$ cat config.mk
export PLATFORM = sky130hd
export DESIGN_NAME = flow_pair_match_table
export DESIGN_NICKNAME = d
export VERILOG_FILES = /design/src/design/fpmt_pkg.sv /design/src/design/fpmt_front.sv /design/src/design/fpmt_queue.sv /design/src/design/fpmt_back.sv /design/src/design/flow_pair_match_table.sv
export VERILOG_INCLUDE_DIRS = /design/src /design/src/design
export SDC_FILE = /design/constraint.sdc
export NUM_CORES = 2
export LEC_CHECK = 0
export ABC_AREA = 1
export BUFFER_PORTS_ARGS = -buffer_cell sky130_fd_sc_hd__buf_2
export CORE_MARGIN = 2
export CORE_UTILIZATION = 60
export CTS_BUF_LIST = sky130_fd_sc_hd__clkbuf_4
export DETAILED_ROUTE_END_ITERATION = 16
export HOLD_SLACK_MARGIN = 0.12
export PLACE_DENSITY_LB_ADDON = 0.3
export SLEW_MARGIN = 20
export SYNTH_ARGS = -nofsm -noshare
export SYNTH_HDL_FRONTEND = slang
export SYNTH_SLANG_ARGS = --single-unit
$ cat constraint.sdc
create_clock -name clk -period 16.16 [get_ports clk]
set_input_delay 0 -clock clk [delete_from_list [all_inputs] [get_ports clk]]
set_output_delay 0 -clock clk [all_outputs]
set_load 0.1 [all_outputs]
$ cat src/design/flow_pair_match_table_assert.svh
`ifndef FLOW_PAIR_MATCH_TABLE_ASSERT_SVH
`define FLOW_PAIR_MATCH_TABLE_ASSERT_SVH

// prop must hold at every clock edge outside reset
`define FPMT_ASSERT(lbl, prop, msg) \
  lbl: assert property (@(posedge clk) disable iff (!rst_n) (prop)) else $error(msg);

// cond must never be seen outside reset
`define FPMT_NEVER(lbl, cond, msg) \
  lbl: assert property (@(posedge clk) disable iff (!rst_n) !(cond)) else $error(msg);

`endif

$ cat src/design/fpmt_pkg.sv
package fpmt_pkg;

  typedef enum logic [1:0] {
    REQ_ADD    = 2'd0,
    REQ_DEL    = 2'd1,
    REQ_LOOKUP = 2'd2,
    REQ_RSVD   = 2'd3
  } req_t;

  typedef enum logic [1:0] {
    CMD_IGNORE = 2'd0,
    CMD_ADD    = 2'd1,
    CMD_DEL    = 2'd2,
    CMD_LOOKUP = 2'd3
  } cmd_kind_t;

  typedef enum logic [2:0] {
    ST_DONE      = 3'd0,
    ST_IGNORED   = 3'd1,
    ST_DUPLICATE = 3'd2,
    ST_FULL      = 3'd3,
    ST_NOT_FOUND = 3'd4
  } status_t;

  typedef enum logic [1:0] {
    BK_IDLE = 2'd0,
    BK_SCAN = 2'd1,
    BK_FIN  = 2'd2
  } back_state_t;

  typedef struct packed {
    logic        lg;
    logic [31:0] la;
    logic [15:0] lp;
    logic        rg;
    logic [31:0] ra;
    logic [15:0] rp;
  } entry_t;

  typedef struct packed {
    cmd_kind_t kind;
    entry_t    entry;
  } cmd_t;

  typedef struct packed {
    logic empty;
    logic full;
  } q_stat_t;

  localparam int QUEUE_DEPTH = 2;
  localparam int QPTR_W      = $clog2(QUEUE_DEPTH);

endpackage

$ cat src/design/fpmt_front.sv
module fpmt_front (
  input  logic              start,
  output logic              busy,
  input  logic [1:0]        in_req_type,
  input  logic              in_local_given,
  input  logic [31:0]       in_local_address,
  input  logic [15:0]       in_local_port_number,
  input  logic              in_remote_given,
  input  logic [31:0]       in_remote_address,
  input  logic [15:0]       in_remote_port_number,
  input  fpmt_pkg::q_stat_t q_stat,
  output logic              q_push,
  output fpmt_pkg::cmd_t    q_word
);

  logic both_absent;

  assign busy        = q_stat.full;
  assign q_push      = start && !q_stat.full;
  assign both_absent = !in_local_given && !in_remote_given;

  // absent sides are stored as zero
  always_comb begin
    q_word.entry.lg = in_local_given;
    q_word.entry.la = in_local_given ? in_local_address : 32'd0;
    q_word.entry.lp = in_local_given ? in_local_port_number : 16'd0;
    q_word.entry.rg = in_remote_given;
    q_word.entry.ra = in_remote_given ? in_remote_address : 32'd0;
    q_word.entry.rp = in_remote_given ? in_remote_port_number : 16'd0;
    unique case (fpmt_pkg::req_t'(in_req_type))
      fpmt_pkg::REQ_ADD:    q_word.kind = both_absent ? fpmt_pkg::CMD_IGNORE : fpmt_pkg::CMD_ADD;
      fpmt_pkg::REQ_DEL:    q_word.kind = both_absent ? fpmt_pkg::CMD_IGNORE : fpmt_pkg::CMD_DEL;
      fpmt_pkg::REQ_LOOKUP: q_word.kind = fpmt_pkg::CMD_LOOKUP;
      default:              q_word.kind = fpmt_pkg::CMD_IGNORE;
    endcase
  end

endmodule

$ cat src/design/fpmt_queue.sv
module fpmt_queue (
  input  logic              clk,
  input  logic              rst_n,
  input  logic              push,
  input  fpmt_pkg::cmd_t    din,
  input  logic              pop,
  output fpmt_pkg::cmd_t    dout,
  output fpmt_pkg::q_stat_t stat
);

  localparam int PW = (fpmt_pkg::QPTR_W > 0) ? fpmt_pkg::QPTR_W : 1;

  fpmt_pkg::cmd_t q_mem [fpmt_pkg::QUEUE_DEPTH];
  logic [PW-1:0] wr_ptr_r, wr_ptr_nxt;
  logic [PW-1:0] rd_ptr_r, rd_ptr_nxt;
  logic [PW:0]   count_r, count_nxt;

  always_comb begin
    wr_ptr_nxt = wr_ptr_r;
    rd_ptr_nxt = rd_ptr_r;
    count_nxt  = count_r;
    if (push) begin
      wr_ptr_nxt = (wr_ptr_r == PW'(fpmt_pkg::QUEUE_DEPTH - 1)) ? '0 : wr_ptr_r + PW'(1);
    end
    if (pop) begin
      rd_ptr_nxt = (rd_ptr_r == PW'(fpmt_pkg::QUEUE_DEPTH - 1)) ? '0 : rd_ptr_r + PW'(1);
    end
    if (push && !pop) begin
      count_nxt = count_r + (PW+1)'(1);
    end else if (pop && !push) begin
      count_nxt = count_r - (PW+1)'(1);
    end
  end

  always_ff @(posedge clk) begin
    if (!rst_n) begin
      wr_ptr_r <= '0;
      rd_ptr_r <= '0;
      count_r  <= '0;
    end else begin
      wr_ptr_r <= wr_ptr_nxt;
      rd_ptr_r <= rd_ptr_nxt;
      count_r  <= count_nxt;
    end
  end

  always_ff @(posedge clk) begin
    if (push) begin
      q_mem[wr_ptr_r] <= din;
    end
  end

  assign dout       = q_mem[rd_ptr_r];
  assign stat.empty = (count_r == '0);
  assign stat.full  = (count_r == (PW+1)'(fpmt_pkg::QUEUE_DEPTH));

endmodule

$ cat src/design/fpmt_back.sv
module fpmt_back #(
  parameter int TABLE_ENTRIES = 16
) (
  input  logic              clk,
  input  logic              rst_n,
  input  fpmt_pkg::cmd_t    q_word,
  input  fpmt_pkg::q_stat_t q_stat,
  output logic              q_pop,
  output logic              out_valid,
  output logic              out_match_hit,
  output logic [2:0]        out_op_status
);

  `include "flow_pair_match_table_assert.svh"

  localparam int IDX_W = (TABLE_ENTRIES > 1) ? $clog2(TABLE_ENTRIES) : 1;
  localparam logic [IDX_W-1:0] LAST_IDX = IDX_W'(TABLE_ENTRIES - 1);

  function automatic logic side_eq(input logic [31:0] a0, input logic [15:0] p0,
                                   input logic [31:0] a1, input logic [15:0] p1);
    side_eq = (a0 == a1) && (p0 == p1);
  endfunction

  function automatic logic pair_equal(input fpmt_pkg::entry_t s, input fpmt_pkg::entry_t p);
    pair_equal = (s.lg == p.lg) && (s.rg == p.rg) &&
                 (!p.lg || side_eq(s.la, s.lp, p.la, p.lp)) &&
                 (!p.rg || side_eq(s.ra, s.rp, p.ra, p.rp));
  endfunction

  function automatic logic pair_match(input fpmt_pkg::entry_t s, input fpmt_pkg::entry_t p);
    pair_match = (!s.lg || (p.lg && side_eq(s.la, s.lp, p.la, p.lp))) &&
                 (!s.rg || (p.rg && side_eq(s.ra, s.rp, p.ra, p.rp)));
  endfunction

  fpmt_pkg::entry_t      mem [TABLE_ENTRIES];
  fpmt_pkg::entry_t      rd_data_r;
  fpmt_pkg::back_state_t state_r, state_nxt;
  fpmt_pkg::cmd_t        cmd_r, cmd_nxt;
  logic [TABLE_ENTRIES-1:0] valid_r, valid_nxt;
  logic [IDX_W-1:0] addr_r, addr_nxt;
  logic [IDX_W-1:0] cmp_idx_r;
  logic             cmp_vld_r;
  logic             found_r, found_nxt;
  logic [IDX_W-1:0] found_idx_r, found_idx_nxt;
  logic             free_r, free_nxt;
  logic [IDX_W-1:0] free_idx_r, free_idx_nxt;
  logic             out_valid_r, out_valid_nxt;
  logic             out_hit_r, out_hit_nxt;
  fpmt_pkg::status_t out_status_r, out_status_nxt;
  logic             hit_now, free_now;
  logic             found_f, free_f;
  logic [IDX_W-1:0] found_idx_f, free_idx_f;
  logic             mem_we;

  // compare stage: entry read last cycle
  always_comb begin
    hit_now  = 1'b0;
    free_now = cmp_vld_r && !valid_r[cmp_idx_r];
    if (cmp_vld_r && valid_r[cmp_idx_r]) begin
      hit_now = (cmd_r.kind == fpmt_pkg::CMD_LOOKUP) ? pair_match(rd_data_r, cmd_r.entry)
                                                     : pair_equal(rd_data_r, cmd_r.entry);
    end
    found_f     = found_r || hit_now;
    found_idx_f = found_r ? found_idx_r : cmp_idx_r;
    free_f      = free_r || free_now;
    free_idx_f  = free_r ? free_idx_r : cmp_idx_r;
  end

  always_comb begin
    state_nxt      = state_r;
    cmd_nxt        = cmd_r;
    valid_nxt      = valid_r;
    addr_nxt       = addr_r;
    found_nxt      = found_r;
    found_idx_nxt  = found_idx_r;
    free_nxt       = free_r;
    free_idx_nxt   = free_idx_r;
    out_valid_nxt  = 1'b0;
    out_hit_nxt    = 1'b0;
    out_status_nxt = fpmt_pkg::ST_DONE;
    q_pop          = 1'b0;
    mem_we         = 1'b0;
    unique case (state_r)
      fpmt_pkg::BK_IDLE: begin
        if (!q_stat.empty) begin
          q_pop     = 1'b1;
          cmd_nxt   = q_word;
          addr_nxt  = '0;
          found_nxt = 1'b0;
          free_nxt  = 1'b0;
          if (q_word.kind == fpmt_pkg::CMD_IGNORE) begin
            out_valid_nxt  = 1'b1;
            out_status_nxt = fpmt_pkg::ST_IGNORED;
          end else begin
            state_nxt = fpmt_pkg::BK_SCAN;
          end
        end
      end
      fpmt_pkg::BK_SCAN: begin
        if (hit_now && !found_r) begin
          found_nxt     = 1'b1;
          found_idx_nxt = cmp_idx_r;
        end
        if (free_now && !free_r) begin
          free_nxt     = 1'b1;
          free_idx_nxt = cmp_idx_r;
        end
        if (addr_r == LAST_IDX) begin
          state_nxt = fpmt_pkg::BK_FIN;
        end else begin
          addr_nxt = addr_r + IDX_W'(1);
        end
      end
      fpmt_pkg::BK_FIN: begin
        state_nxt     = fpmt_pkg::BK_IDLE;
        out_valid_nxt = 1'b1;
        priority case (cmd_r.kind)
          fpmt_pkg::CMD_ADD: begin
            if (found_f) begin
              out_status_nxt = fpmt_pkg::ST_DUPLICATE;
            end else if (!free_f) begin
              out_status_nxt = fpmt_pkg::ST_FULL;
            end else begin
              mem_we                = 1'b1;
              valid_nxt[free_idx_f] = 1'b1;
            end
          end
          fpmt_pkg::CMD_DEL: begin
            if (found_f) begin
              valid_nxt[found_idx_f] = 1'b0;
            end else begin
              out_status_nxt = fpmt_pkg::ST_NOT_FOUND;
            end
          end
          default: begin
            out_hit_nxt = found_f;
          end
        endcase
      end
      default: begin
        state_nxt = fpmt_pkg::BK_IDLE;
      end
    endcase
  end

  always_ff @(posedge clk) begin
    if (!rst_n) begin
      state_r     <= fpmt_pkg::BK_IDLE;
      valid_r     <= '0;
      cmp_vld_r   <= 1'b0;
      found_r     <= 1'b0;
      free_r      <= 1'b0;
      out_valid_r <= 1'b0;
    end else begin
      state_r     <= state_nxt;
      valid_r     <= valid_nxt;
      cmp_vld_r   <= (state_r == fpmt_pkg::BK_SCAN);
      found_r     <= found_nxt;
      free_r      <= free_nxt;
      out_valid_r <= out_valid_nxt;
    end
  end

  always_ff @(posedge clk) begin
    cmd_r        <= cmd_nxt;
    addr_r       <= addr_nxt;
    cmp_idx_r    <= addr_r;
    found_idx_r  <= found_idx_nxt;
    free_idx_r   <= free_idx_nxt;
    out_hit_r    <= out_hit_nxt;
    out_status_r <= out_status_nxt;
  end

  always_ff @(posedge clk) begin
    if (mem_we) begin
      mem[free_idx_f] <= cmd_r.entry;
    end
    rd_data_r <= mem[addr_r];
  end

  assign out_valid     = out_valid_r;
  assign out_match_hit = out_hit_r;
  assign out_op_status = out_status_r;

  `FPMT_ASSERT(a_fin_emits, (state_r == fpmt_pkg::BK_FIN) |=> out_valid_r, "finish without result")
  `FPMT_ASSERT(a_no_stray_fill, (state_r != fpmt_pkg::BK_FIN) |=> ((valid_r & ~$past(valid_r)) == '0), "slot filled outside finish")
  `FPMT_NEVER(a_add_overwrite, mem_we && valid_r[free_idx_f], "add over a valid slot")
  `FPMT_ASSERT(a_full_true, (out_valid_r && out_status_r == fpmt_pkg::ST_FULL) |-> (&valid_r), "full reported with free slot")

endmodule

$ cat src/design/flow_pair_match_table.sv
// An ignored request gets its result without a slot scan; the slot scan reads one memory
// entry a cycle. Ignored requests are taken one per cycle while the back end is idle; a
// scan holds the back end until its result; later requests wait in the queue.
// A two-word queue takes requests while a scan runs; busy is high when it is full.
// Results are strobed on out_valid for one cycle; the receiver cannot stall.
// Reset clears slot valid bits and the queue; no clearing pass.
module flow_pair_match_table #(
  parameter int TABLE_ENTRIES = 16
) (
  input  logic        clk,
  input  logic        rst_n,
  input  logic        start,
  output logic        busy,
  input  logic [1:0]  in_req_type,
  input  logic        in_local_given,
  input  logic [31:0] in_local_address,
  input  logic [15:0] in_local_port_number,
  input  logic        in_remote_given,
  input  logic [31:0] in_remote_address,
  input  logic [15:0] in_remote_port_number,
  output logic        out_valid,
  output logic        out_match_hit,
  output logic [2:0]  out_op_status
);

  fpmt_pkg::q_stat_t q_stat;
  fpmt_pkg::cmd_t    push_word;
  fpmt_pkg::cmd_t    head_word;
  logic              q_push;
  logic              q_pop;

  fpmt_front u_front (
    .start                 (start),
    .busy                  (busy),
    .in_req_type           (in_req_type),
    .in_local_given        (in_local_given),
    .in_local_address      (in_local_address),
    .in_local_port_number  (in_local_port_number),
    .in_remote_given       (in_remote_given),
    .in_remote_address     (in_remote_address),
    .in_remote_port_number (in_remote_port_number),
    .q_stat                (q_stat),
    .q_push                (q_push),
    .q_word                (push_word)
  );

  fpmt_queue u_queue (
    .clk   (clk),
    .rst_n (rst_n),
    .push  (q_push),
    .din   (push_word),
    .pop   (q_pop),
    .dout  (head_word),
    .stat  (q_stat)
  );

  fpmt_back #(
    .TABLE_ENTRIES (TABLE_ENTRIES)
  ) u_back (
    .clk           (clk),
    .rst_n         (rst_n),
    .q_word        (head_word),
    .q_stat        (q_stat),
    .q_pop         (q_pop),
    .out_valid     (out_valid),
    .out_match_hit (out_match_hit),
    .out_op_status (out_op_status)
  );

endmodule
---- Yosys cells after proc, flatten, opt, wreduce, memory -nomap -nowiden ----
Memory sizes are Yosys's and may differ from the RTL's. A register that Yosys moved wholly into a read port is not among the register bits.
Index checks and enable logic that the tools add are counted.
storage, ports and cells
  bits of input ports ..................... 103
  output and inout port bits .............. 6
  memory bits (writable) .................. 1768
  word-level logic and storage cells ...... 174
  memories kept ........................... 2
  register bits ........................... 146
cells by class
  $add $sub $neg .......................... 5
  muxes and demuxes ....................... 59
  reductions and logical operators ........ 52
  eq/ne operators ......................... 24
  magnitude comparators ................... 5
  bitwise logic cells ..................... 5
memories
  name           words  width  read ports  clocked after memory_dff  write ports  RTL line          source
  u_back.mem     16     98     1           1                         1            fpmt_back.sv:35   fpmt_pkg::entry_t mem [TABLE_ENTRIES];
  u_queue.q_mem  2      100    1           1                         1            fpmt_queue.sv:13  fpmt_pkg::cmd_t q_mem [fpmt_pkg::QUEUE_DEPTH];
operators with widths
  operator                                                                       count
  16-bit two-way mux                                                             5
  32-bit == test                                                                 2
  32-bit two-way mux                                                             2
  16-bit == test                                                                 2
  16-bit one-hot mux with 2 select lines                                         1
  1-bit two-way mux                                                              26
  1-bit logical AND                                                              18
  16-bit AND                                                                     1
  4-bit two-way mux                                                              4
  16-bit inverter                                                                1
  16-bit OR                                                                      1
  4-bit by 5-bit less-than comparator with 1-bit output (second input constant)  3
  2-bit two-way mux                                                              7
  1-bit logical NOT                                                              12
  3-bit one-hot mux with 2 select lines                                          2
  3-bit AND reduction                                                            4
  2-bit == test (second input constant)                                          5
  2-bit by 1-bit != test with 1-bit output (second input constant)               5
  3-bit two-way mux                                                              3
  1-bit demux with 4-bit select                                                  2
  4-bit by 1-bit >= comparator with 1-bit output (second input constant)         2
  2-bit logical NOT                                                              4
  2-bit != test (second input constant)                                          4
  4-bit one-hot mux with 2 select lines                                          1
  other kinds (17)                                                               33

---- Longest topological paths before layout ----
  word-level depth ........................ 13
  depth in mapped cells ................... 18
  mapped depth without buffers ............ 17

---- Cells and area by module ----
A second synthesis with hierarchy kept.
second synthesis, totals
  cells, all modules ...................... 5464
  area total of the unflattened synthesis .. 78003.6 um^2
by module, submodules not included
  module      area an instance (um^2)  instances  seq. area each (um^2)  cells an instance
  fpmt_back   69205.1                  1          53010.8                4900
  fpmt_queue  7946.4                   1          6105.9                 346
  fpmt_front  852.1                    1          0.0                    218

---- Least setup slack after synthesis ----
OpenSTA, ideal clock, no wires.
  path type ............................... reg2reg
  from .................................... register u_back.cmd_r[57] (netlist bit)
  to ...................................... memory u_back.mem[0][0] (netlist bit) (enable)
  clock period less this slack ............ 6.344 ns
  required time ........................... 15.603 ns
  library setup time ...................... 0.557 ns
  stages on the path, launching flop included .. 15
  arrival time ............................ 5.786 ns
  path buffers ............................ 1
  slack ................................... 9.816 ns
  cells stage by stage .................... edfxtp_1 > inv_1 > o21ai_0 > nor2_1 > nand2_1 > nor2_1 > nand2_1 > nor2_1 > nand2_1 > nand2_1 > nand3_2 > nand3_2 > or3_1 > buf_6 > nor2_1
between the ends
  cells in the longest elaborated chain, start to end .. 13
  elaborated cells between the ends (all ways) .. 16
  classes of those cells .................. eq/ne: 1; mux: 7; reduce/logical: 8
ends and longest elaborated chain
  element                                                       RTL line                          source
  from (decl)                                                   fpmt_back.sv:38                   fpmt_pkg::cmd_t cmd_r, cmd_nxt;
  from (signal assigned)                                        fpmt_back.sv:165                  cmd_r <= cmd_nxt;
  16-bit == test (*)                                            fpmt_back.sv:21                   side_eq = (a0 == a1) && (p0 == p1);
  1-bit logical AND (*)                                         fpmt_back.sv:21
  1-bit logical OR / 1-bit logical AND (equally long branches)  fpmt_back.sv:26, fpmt_back.sv:31
  1-bit logical AND / 1-bit logical OR (equally long branches)  fpmt_back.sv:25, fpmt_back.sv:31
  1-bit logical AND, on equally long branches                   fpmt_back.sv:26, fpmt_back.sv:31
  1-bit two-way mux (*)                                         fpmt_back.sv:60                   hit_now = (cmd_r.kind == fpmt_pkg::CMD_LOOKUP) ? pair_match(rd_data_r, cmd_r.entry)
  1-bit two-way mux (*)                                         fpmt_back.sv:59                   if (cmp_vld_r && valid_r[cmp_idx_r]) begin
  1-bit logical OR (*)                                          fpmt_back.sv:63                   found_f = found_r || hit_now;
  1-bit two-way mux (*)                                         fpmt_back.sv:119                  if (found_f) begin
  1-bit two-way mux (*)                                         fpmt_back.sv:117                  priority case (cmd_r.kind)
  1-bit two-way mux (*)                                         fpmt_back.sv:83                   unique case (state_r)
  1-bit two-way mux (*)                                         fpmt_back.sv:175                  if (mem_we) begin
  1-bit two-way mux (not written as such) (*)                   fpmt_back.sv:176                  mem[free_idx_f] <= cmd_r.entry;
  to (decl)                                                     fpmt_back.sv:35
Every way passes the cells marked *; elsewhere a longest branch is shown, timed or not.

---- Worst setup path after layout ----
  from .................................... register u_back.cmd_r[0] (netlist bit)
  to ...................................... memory u_back.mem[0][27] (netlist bit) (enable)
between the ends
  cells in the longest elaborated chain, start to end .. 13
  elaborated cells between the ends (all ways) .. 15
  classes of those cells .................. eq/ne: 1; mux: 7; reduce/logical: 7
ends and longest elaborated chain
  element                                      RTL line          source
  16-bit == test (*)                           fpmt_back.sv:21
  1-bit logical AND (*)                        fpmt_back.sv:21
  1-bit logical AND                            fpmt_back.sv:32   (!s.rg || (p.rg && side_eq(s.ra, s.rp, p.ra, p.rp)));
  1-bit logical OR                             fpmt_back.sv:32
  1-bit logical AND                            fpmt_back.sv:31   pair_match = (!s.lg || (p.lg && side_eq(s.la, s.lp, p.la, p.lp))) &&
  1-bit two-way mux (*)                        fpmt_back.sv:60
  1-bit two-way mux (*)                        fpmt_back.sv:59
  1-bit logical OR (*)                         fpmt_back.sv:63
  1-bit two-way mux (*)                        fpmt_back.sv:119
  1-bit two-way mux (*)                        fpmt_back.sv:117
  1-bit two-way mux (*)                        fpmt_back.sv:83
  1-bit two-way mux (*)                        fpmt_back.sv:175
  1-bit two-way mux (not written as such) (*)  fpmt_back.sv:176
Marks and branches as above.

==> run_results.csv <==
group,metric,value,unit
run_status,status,"completed",
sta,rsz0062_at_grt,"false",
logic_synthesis,synth-xor-area-share,0.215,%
grt,overflow,0,
setup_path,crit_arrival,6.23,ns
setup_path,r2r_cells,16,
setup_path,cp_max_fo,40,
setup_path,max_stage_delay,0.86,ns
worst_hold_path,hp-class,"input pin to flip-flop",
setup_path,critPathMostFrequentCell,"nand2_1",
logic_synthesis,syn_nets,6089,
logic_synthesis,ys_ff_latch,2013,
cells_and_area,nNetsFinal,6703,
clocking,numCtsBuffers,489,
setup_path,cp-end-kind,"flip-flop",
sta,final-hold-violation-count,0,
clocking,clockBufferDepth,4,
setup_path,path_cells,"nand2_1 > nand2_1 > nor2_1 > nand2_1 > nor2_1 > nand2_1 > nor2_1 > nand2_1 > nand2_1 > nand3_2 > nand3_2 > or3_1 > buf_4 > nor2_4 > buf_4 > buf_4",
grt,grt_pass1_vias,51400,
sta,clock_skew,0.123,ns
logic_synthesis,synth_cell_types,32,
sta,finalCritPeriodShare,33.1,%
floorplanning,rows,131,
route,drt_pass1_iterations,6,
route,wl_per_cell,22.5,um
floorplanning,die_w,363,um
cells_and_area,drive_gt1_share,14.1,%
setup_path,cp-start-kind,"flip-flop",
grt,grt_pass1_wl,294,mm
clocking,cts_root_buf,"clkbuf_4",
logic_synthesis,synth_simple_gate_area_share,10.1,%
setup_path,r2r-start,"u_back.cmd_r[0]",
sta,whs,0.282,ns
cells_and_area,fin_util,69.3,%
placement,port_buffers,108,
sta,timing.fmax,187,MHz
clocking,clk_latency,1.34,ns
route,post_drt_via_cell_ratio,5.94,
route,via_count,51500,
logic_synthesis,synth-edff-count,1880,
cells_and_area,nFillCells,8615,
logic_synthesis,syn_inst,5981,
placement,gp_congestion,0.820,
power,vdd_ir_drop_max,233,uV
logic_synthesis,synth_top_family_by_area,"simple AND/OR/NAND/NOR gates",
grt,grt_max_degree,239,
setup_path,cp-endpoint,"u_back.mem[0][27]",
floorplanning,die_h,363,um
setup_path,crit_cells,16,
logic_synthesis,synthesis.area,77200,um^2
floorplanning,dieArea,132000,um^2
floorplanning,initial_utilization,60.5,%
sta,setup-tns-final,0,ns
setup_path,worstPathRequired,17.04,ns
grt,grtUsageTotal,29.4,%
clocking,htreeDepth,5,
sta,setup_violations,0,
route,drt_iter0_drc,6677,
clocking,post_cts_buffers,0,
sta,worst_pin_slew,1.28,ns
logic_synthesis,synth_fa_ha_area_share,0.0810,%
setup_path,crit_type,"flip-flop to flip-flop",
setup_path,reg2reg_setup_slack,10.82,ns
sta,relSlewSlack,14.5,%
run,cap_violations,0,
logic_synthesis,synth_area_per_cell,12.9,um^2
floorplanning,core,128000,um^2
setup_path,startpoint,"u_back.cmd_r[0]",
setup_path,path_buf_inv,3,
logic_synthesis,ys_warn_count,0,
setup_path,cp_slowest_cell,"nor2_4",
power,power_density,175,nW/um^2
floorplanning,io-pin-count,109,
logic_synthesis,synth_compound_area_share,9.92,%
clocking,cts_tree,"done",
cells_and_area,finish.instance_area,88500,um^2
placement,dp_hpwl,91.9,mm
logic_synthesis,synthFlopType,"edfxtp_1",
sta,period_minus_slack,5.34,ns
logic_synthesis,yosysSeqAreaShare,76.5,%
clocking,path_clk_slew,0.06,ns
grt,grt_antenna_before_repair,3,
setup_path,cp_top_family,"simple AND/OR/NAND/NOR gates",
placement,post_dp_cell_area,79200,um^2
sta,final_max_slew_viol_count,0,
power,power.leakage,31.4,nW
logic_synthesis,synthMuxAreaShare,0,%
route,routed_wirelength,195,mm
clocking,cts_sinks,2013,
route,ant_nets,0,
cells_and_area,area_growth,14.5,%
setup_path,r2r-end,"u_back.mem[0][27]",
route,drc,0,
logic_synthesis,async_reset_ff_share,0,%
-- what timing repair did --
item / CTS / global route
endpoints found under the hold margin: 427 / 0
gates resized for setup: 0 / 0
hold buffers: 303 / 0
-- sequential cells by signal, indices dropped and copies added, names as in the netlist, named ones only --
| signal | count |
|---|---|
| u_back.out_valid | 1 |
| u_back.free_idx_r | 4 |
| u_queue.q_mem | 200 |
| u_queue.count_r | 2 |
| u_queue.wr_ptr_r | 1 |
| u_back.cmd_r | 100 |
| u_back.found_r | 1 |
| u_back.mem | 1568 |
| u_back.cmp_vld_r | 1 |
| u_back.valid_r | 16 |
| u_back.free_r | 1 |
| u_back.out_match_hit | 1 |
| u_back.rd_data_r | 98 |
| u_back.state_r | 2 |
| u_back.cmp_idx_r | 4 |
| u_back.addr_r | 4 |
| u_back.out_op_status | 3 |
| u_queue.rd_ptr_r | 1 |
| u_back.found_idx_r | 4 |
-- synth_stat cells, types with 11 or more instances --
cell | number | area share, %
a21oi_1 | 62 | 0.40
buf_1 | 17 | 0.083
buf_2 | 11 | 0.071
clkbuf_1 | 326 | 1.6
dfxtp_1 | 133 | 3.4
edfxtp_1 | 1880 | 73
inv_1 | 267 | 1.3
nand2_1 | 866 | 4.2
nand3_1 | 188 | 1.2
nor2_1 | 899 | 4.4
o211ai_1 | 42 | 0.41
o21ai_0 | 830 | 5.4
o221ai_1 | 158 | 1.8
o22ai_1 | 238 | 1.9
xnor2_1 | 17 | 0.19
-- through the flow --
| stage | setup slack (ns) | cells | total power (W) |
|---|---|---|---|
| 3_5_place_dp | 10.89 | 7463 | 0.0114 |
| 6_report | 10.82 | 8656 | 0.0155 |
| 3_3_place_gp | 11.02 | 7461 | 0.0112 |
| 2_1_floorplan | 9.82 | 5981 | 0.00992 |
| 5_1_grt | 10.47 | 8655 | 0.0163 |
| 4_1_cts | 10.82 | 8648 | 0.0155 |
-- where the power goes --
group	total, W	switching (W)	internal [W]
logic	0.00389	0.00280	0.00109
clock network	0.00410	0.00194	0.00216
registers	0.00752	0.000726	0.00679
total	0.0155	0.00546	0.0100
-- metal layers --
metal  part of all wire (%)  global-route usage [%]  up-vias
met5                      0                       0        -
met4                    3.5                    13.1        0
met1                     38                    39.0    24900
li1                       -                       -    23200
met2                     49                    48.2     2902
met3                    9.2                    5.00      474
-- layout make-up --
class,count,area (um^2),area share [%]
flip-flops and latches,2013,59100,66.8
multi-input cells,3338,15800,17.8
clock buffers,747,5610,6.34
repair buffers,481,4200,4.75
well taps,1662,2080,2.35
inverters,272,1050,1.19
clock inverters,135,628,0.710
diodes,8,20.0,0.0226
-- worst min-delay path, cell delays in order --
cell	delay (ns)
dlygate4sd3_1	0.52
buf_2	0.09
dlygate4sd3_1	0.53
inv_1	0.07
nand3b_1	0.08
o21ai_0	0.10
-- placed cells by master (no fill, tap or decap), types with 14 or more instances in the layout --
cell type      instances
dlygate4sd3_1        303
nor2_1               890
o21ai_0              830
dfxtp_1              132
a21oi_1               62
buf_4                 61
o211ai_1              42
edfxtp_1            1880
nor2_4                19
o221ai_1             158
inv_1                264
buf_2                108
clkinv_1             114
o22ai_1              238
xnor2_1               17
clkbuf_4             747
nand2_1              866
nand3_1              188
clkinv_2              14
-- kinds of logic (layout without fill, tap and decap cells) --
group,count (synthesis),count (layout)
AOI/OAI and AO/OA,1332,1332
xor gates and xnor gates,19,19
adders and majority gates,5,5
buffers and inverters,630,1635
DFF,2013,2013
other,0,8
and+or+nand+nor,1982,1982
-- worst min-delay path by stage --
| stage | from | endpoint | cells past startpoint |
|---|---|---|---|
| after detailed placement | in_remote_address[13] | u_queue.q_mem[0][29] | 3 |
| after CTS | in_remote_port_number[15] | u_queue.q_mem[1][15] | 5 |
| after floorplan | in_remote_given | u_queue.q_mem[0][48] | 0 |
| after global routing | in_remote_port_number[8] | u_queue.q_mem[1][8] | 5 |
| after global placement | in_local_address[19] | u_queue.q_mem[0][84] | 3 |
| final | in_req_type[1] | u_queue.q_mem[1][99] | 6 |
(Power assumes the default switching activity.)
